`config.mk`:
```
export PLATFORM = sky130hd
export DESIGN_NAME = hll4_ctrl
export DESIGN_NICKNAME = d
export VERILOG_FILES = /design/src/hdl/hll4_pkg.sv /design/src/hdl/hll4_ctrl.sv
export SDC_FILE = /design/constraint.sdc
export NUM_CORES = 1
export LEC_CHECK = 0
export BUFFER_PORTS_ARGS = -buffer_cell sky130_fd_sc_hd__clkbuf_2
export CORE_AREA = 2 2 39 41
export CTS_BUF_LIST = sky130_fd_sc_hd__clkbuf_16
export CTS_CLUSTER_DIAMETER = 200
export DETAILED_ROUTE_END_ITERATION = 7
export DIE_AREA = 0 0 41 43
export SYNTH_ARGS = -nofsm -noshare
export SYNTH_HDL_FRONTEND = slang
export SYNTH_SLANG_ARGS = --single-unit
```
`constraint.sdc`:
```
create_clock -name clk -period 2.1 [get_ports clk]
set_clock_uncertainty 0.05 [all_clocks]
set_input_delay 0.42 -clock clk [delete_from_list [all_inputs] [get_ports clk]]
set_output_delay 0.42 -clock clk [all_outputs]
set_load 0.01 [all_outputs]
```
`src/hdl/hll4_pkg.sv`:
```
package hll4_pkg;

  localparam int MAX_LG_K_DEF    = 12;
  localparam int AUX_ENTRIES_DEF = 32;
  localparam int LG_K_RESET      = 12;
  localparam int MIN_LG_K        = 4;
  localparam int SLOT_W          = 12;
  localparam int RANK_W          = 6;
  localparam int NIB_W           = 4;
  localparam int LG_W            = 4;

  localparam logic [NIB_W-1:0]  MARKER   = 4'hF;
  localparam logic [RANK_W-1:0] VAL_MAX  = 6'd63;
  localparam logic              CMD_UPDATE = 1'b0;
  localparam logic              CMD_READ   = 1'b1;
  localparam logic [2:0]        ADDR_LG_K  = 3'd0;

  typedef struct packed {
    logic              cmd;
    logic [SLOT_W-1:0] slot;
    logic [RANK_W-1:0] rank;
  } in_item_t;

  typedef struct packed {
    logic [RANK_W-1:0] slot_value;
    logic              changed;
    logic [RANK_W-1:0] cur_min_out;
    logic              aux_overflow;
  } out_item_t;

  typedef enum logic [3:0] {
    ST_CLEAR,
    ST_IDLE,
    ST_LOOK,
    ST_SWEEP_NIB,
    ST_SWEEP_EXC,
    ST_SWEEP_CHK,
    ST_FETCH,
    ST_VALUE,
    ST_RESP
  } state_t;

  typedef struct packed {
    logic accept;
    logic look;
    logic sweep_init;
    logic nib_step;
    logic exc_step;
    logic value;
    logic resp;
    logic clr_step;
  } dp_cmd_t;

  typedef struct packed {
    logic need_sweep;
    logic nib_last;
    logic exc_last;
    logic sweep_again;
    logic clr_last;
    logic out_free;
    logic cfg_wr;
  } dp_sts_t;

endpackage

```
`src/hdl/hll4_ctrl.sv`:
```
module hll4_ctrl (
  input  logic              clk,
  input  logic              rst_n,
  input  logic              in_valid,
  output logic              in_ready,
  input  hll4_pkg::dp_sts_t sts,
  output hll4_pkg::dp_cmd_t ctl
);
  import hll4_pkg::*;

  state_t state_r, state_nxt;

  always_comb begin
    state_nxt = state_r;
    case (state_r)
      ST_CLEAR: begin
        if (sts.clr_last) state_nxt = ST_IDLE;
      end
      ST_IDLE: begin
        if (in_valid) state_nxt = ST_LOOK;
      end
      ST_LOOK: begin
        state_nxt = sts.need_sweep ? ST_SWEEP_NIB : ST_RESP;
      end
      ST_SWEEP_NIB: begin
        if (sts.nib_last) state_nxt = ST_SWEEP_EXC;
      end
      ST_SWEEP_EXC: begin
        if (sts.exc_last) state_nxt = ST_SWEEP_CHK;
      end
      ST_SWEEP_CHK: begin
        state_nxt = sts.sweep_again ? ST_SWEEP_NIB : ST_FETCH;
      end
      ST_FETCH: begin
        state_nxt = ST_VALUE;
      end
      ST_VALUE: begin
        state_nxt = ST_RESP;
      end
      ST_RESP: begin
        if (sts.out_free) state_nxt = ST_IDLE;
      end
      default: begin
        state_nxt = ST_IDLE;
      end
    endcase
    if (sts.cfg_wr) state_nxt = ST_CLEAR;
  end

  always_comb begin
    ctl      = '0;
    in_ready = 1'b0;
    case (state_r)
      ST_IDLE: begin
        in_ready   = 1'b1;
        ctl.accept = in_valid;
      end
      ST_LOOK: begin
        ctl.look       = 1'b1;
        ctl.sweep_init = sts.need_sweep;
      end
      ST_SWEEP_NIB: begin
        ctl.nib_step = 1'b1;
      end
      ST_SWEEP_EXC: begin
        ctl.exc_step = 1'b1;
      end
      ST_SWEEP_CHK: begin
        ctl.sweep_init = sts.sweep_again;
      end
      ST_VALUE: begin
        ctl.value = 1'b1;
      end
      ST_RESP: begin
        ctl.resp = sts.out_free;
      end
      ST_CLEAR: begin
        ctl.clr_step = 1'b1;
      end
      default: begin
        ctl = '0;
      end
    endcase
  end

  always_ff @(posedge clk) begin
    if (!rst_n) begin
      state_r <= ST_CLEAR;
    end else begin
      state_r <= state_nxt;
    end
  end

endmodule

```
Yosys cells after proc, flatten, opt, wreduce, memory -nomap -nowiden
Cells that the tools add are included.
{"block": "op_classes", "eq_ne": 13, "mux": 17, "bitwise": 1, "reduce_logical": 3}
{"cell": "one-hot mux 4 bit (9 select lines)", "count": 1}
{"cell": "2-to-1 mux 4 bit", "count": 6}
{"cell": "== test 4 x 3 -> 1 bit, second input constant", "count": 4}
{"cell": "inequality test 2 bit, second input constant", "count": 5}
{"cell": "== test 4 x 2 -> 1 bit, second input constant", "count": 2}
{"cell": "2-to-1 mux 1 bit", "count": 8}
{"cell": "AND reduction 5 bit", "count": 1}
{"cell": "== test 4 x 1 -> 1 bit, second input constant", "count": 1}
{"cell": "== test 4 bit, second input constant", "count": 1}
{"cell": "logical NOT 4 bit", "count": 1}
{"cell": "2-to-1 mux 3 bit", "count": 1}
{"cell": "one-hot mux 1 bit (2 select lines)", "count": 1}
{"cell": "OR reduction 2 bit", "count": 1}
{"cell": "inverter 1 bit", "count": 1}
{"block": "totals", "reg_bits": 4, "in_bits": 10, "out_inout_bits": 9}

Depth between registers and ports, before layout
{"block": "logic_depth", "depth_word": 3, "depth_mapped": 5, "ltp_nobuf": 4}

Least setup slack after synthesis
Ideal clock, no wire load.
{"block": "synth_path", "kind": "reg-to-output", "from": "register state_r[3]", "to": "output port ctl[7] (netlist name)", "arrival_time_ns": 1.169, "required_ns": 1.630, "path_slack_ns": 0.461, "path_stages_with_launch": 5, "path_buffers": 1, "path_cell_list": "dfxtp_1 -> buf_2 -> nand2b_1 -> nor3_1 -> and2_1"}
{"item": "start, declared", "line": "hll4_ctrl.sv:11", "text": "state_t state_r, state_nxt;"}
{"item": "start signal, assigned", "line": "hll4_ctrl.sv:90", "text": "state_r <= state_nxt;"}
{"item": "end, declared", "line": "hll4_ctrl.sv:7", "text": "output hll4_pkg::dp_cmd_t ctl"}

==> metrics.md <==
| Metric | Value |
|---|---|
| Status | complete, no violations |
| Setup TNS | 0 ps |
| Top FF cell, synth | dfxtp_1 |
| Buffers on Ports | 18 |
| DIE HEIGHT | 43 um |
| Clk_lat worst skew | about 230 ps |
| Crit path kind | flip-flop to output port |
| Routed Antenna Nets | 0 |
| Average size of a mapped cell | 7.68 sq um |
| Worst setup SP type | flip-flop |
| Hold buffers post-CTS | 0 |
| Synth-to-layout area growth | 34.8% |
| Clock sink count | 4 |
| CTS buffer count | 3 |
| Worst EP required | about 1600 ps |
| All-layer global routing usage | 15.9% |
| CTS H-tree lvls | 1 |
| Peak Freq | roughly 530 MHz |
| DR vias | about 500 |
| Initial core utilization | between 30% and 40% |
| Met3 wire len | between 50 and 60 um |
| Number of global-route vias before repair | about 420 |
| Number of synthesized flops with an enable pin | 0 |
| Rows | 14 |
| Max layer used | met4 |
| DPL Wire Length | between 800 and 900 um |
| Fin crit period | between 1500 and 2000 ps |
| Die Footprint | 1760 sq um |
| Synthesized flop and latch total | 4 |
| Routed vias/inst | 5.51 |
| Dominant cell type by area after synthesis | dfxtp_1 |
| Syn Nets | between 60 and 70 |
| GRT Residual Overflow | 0 |
| Endpoint class of the critical path | output port |
| Clock transition at path regs | 30 ps |
| Synth Instances | a little under 60 |
| CTS root buf | clkbuf_16 |
| I/O pins | 19 |
| Max Cap Viol | 0 |
| Biggest registers after layout | state_r x4 |
| Peak fanout along the critical path | 12 |
| Max reg flops | 4 |
| Share of cells above drive strength 1 | between 30% and 40% |
| GPL Wtd Cong | approximately 0.81 |
| DRC | 0 |
| Leakage | between 0.2 and 0.25 nW |
| HP Class | input port to flip-flop |
| Most numerous cell in the Yosys netlist | nor2_1 |
| Top post-synthesis cells by area | dfxtp_1 18%, nor2_1 5.9%, nor4b_4 5.3%, buf_6 5.1%, nor3_1 4.5% |
| Post-CTS Setup Bufs | 0 |
| Die width | ~41 um |
| Count of final setup violators | 0 |
| Drt total wl | ~1.1 mm |
| Initial DRC Count | 9 |
| Number of diodes | 0 |
| Wire per inst | roughly 12 um |
| Core area | approximately 1400 sq um |
| Post-Place Worst Slack | about 460 ps |
| Fin. max-slew vios | 0 |
| Yosys cell types | 34 |
| Max Root-Sink Buffers | 2 |
| Fin worst setup slack | 206 ps |
| Final Hold Viols | 0 |
| Commonest cells post-synth | 7 x nor2_1, 4 x dfxtp_1, 4 x nor3_1 |
| Top-area cell type share of the netlist area | roughly 18% |
| Met2 Wirelength | roughly 560 um |
| Slew headroom | about 70% |
| Worst-Margin Slew | ~460 ps |
| Sequential area share after synthesis | about 18% |
| Global-route wire length before repair | 1.90 mm |
| Maximum VDD drop | 0.317 mV |
| Met1 WL | around 460 um |
| WP data arrival | around 1400 ps |
| DR pass1 iterations | 4 |
| Final Cycle Share | about 90% |
| RSZ-0062 raised after global routing | false |
| CTS tree | done |
| Ys Warns | 0 |
| Ys async rst share | 0% |
| Post-CTS Resized | 0 |
| Mapped cell area | around 450 sq um |
| Initial antenna violation count | 0 |
| Pin count of the biggest net entering global routing | 14 |
| Layout Nets | between 80 and 90 |
| Biggest register | state_r |
| PD cells | between 700 and 800 nW/um^2 |
layer usage:
| layer | up-vias | GRT usage (%) |
|---|---|---|
| li1 | 250 | - |
| met1 | 231 | 20.5 |
| met2 | 16 | 23.1 |
| met3 | 4 | 3.14 |
| met4 | 0 | 10.0 |
| met5 | - | 0 |
through the flow:
step           area [sq um]  instances  util (%)  total power [mW]  hold WS (ps)
4_1_cts                 601         91      43.4             0.436           502
2_1_floorplan           445         58         -             0.121           554
3_5_place_dp            526         88      38.0             0.138           610
5_1_grt                 601         91      43.4             0.448           522
3_3_place_gp            526         88      38.0             0.137           596
6_report                601         91      43.4             0.435           500
power breakdown:
| part | switching (mW) | internal (mW) |
|---|---|---|
| Clock | 0.0548 | 0.243 |
| Combinational | 0.0282 | 0.0260 |
| Sequential | 0.00461 | 0.0784 |
worst max-delay path, stage by stage, from the launching register on:
cell and delay, ps:
dfxtp_1 590, nor2b_1 230, nand3b_1 90, a21oi_1 140, clkbuf_2 150
path summary, 6_finish.rpt:
kind                           startpoint  cells past startpoint  slack, ps                      end
setup / recovery  state_r[1]$_SDFFE_PP0P_                      4        210                   ctl[5]
setup reg to reg  state_r[0]$_SDFFE_PP0P_                      5        550  state_r[1]$_SDFFE_PP0P_
hold reg to reg   state_r[0]$_SDFFE_PP0P_                      2        630  state_r[0]$_SDFFE_PP0P_
hold / removal                     sts[1]                      3        500  state_r[3]$_SDFFE_PP0P_
cells by family (layout without fill, tap and decap cells):
logic type,Yosys count,in the layout,share of synthesized area [%]
AO/OA/AOI/OAI,15,15,24.2
buffers and inverters,8,25,11.0
AND/OR/NAND/NOR,31,31,46.9
flip-flops,4,4,18.0
area by class of cell:
cell class | count | area, sq um
multi-input cells | 46 | 317
fillers | 151 | 783
well taps | 16 | 20.0
repair buffers | 19 | 97.6
clock buffers | 3 | 75.1
flip-flops and latches | 4 | 80.1
inverters | 3 | 11.3
cell usage in the layout (no fill, tap or decap), types with 2 or more instances in the layout:
master     count
clkbuf_2      18
nor2_1         7
nor3_1         4
dfxtp_1        4
nand2_1        3
a21oi_1        3
clkbuf_16      3
nand2b_1       2
inv_1          2
nand3b_1       2
nor3b_1        2
o21ai_0        2
(Power assumes the default switching activity.)
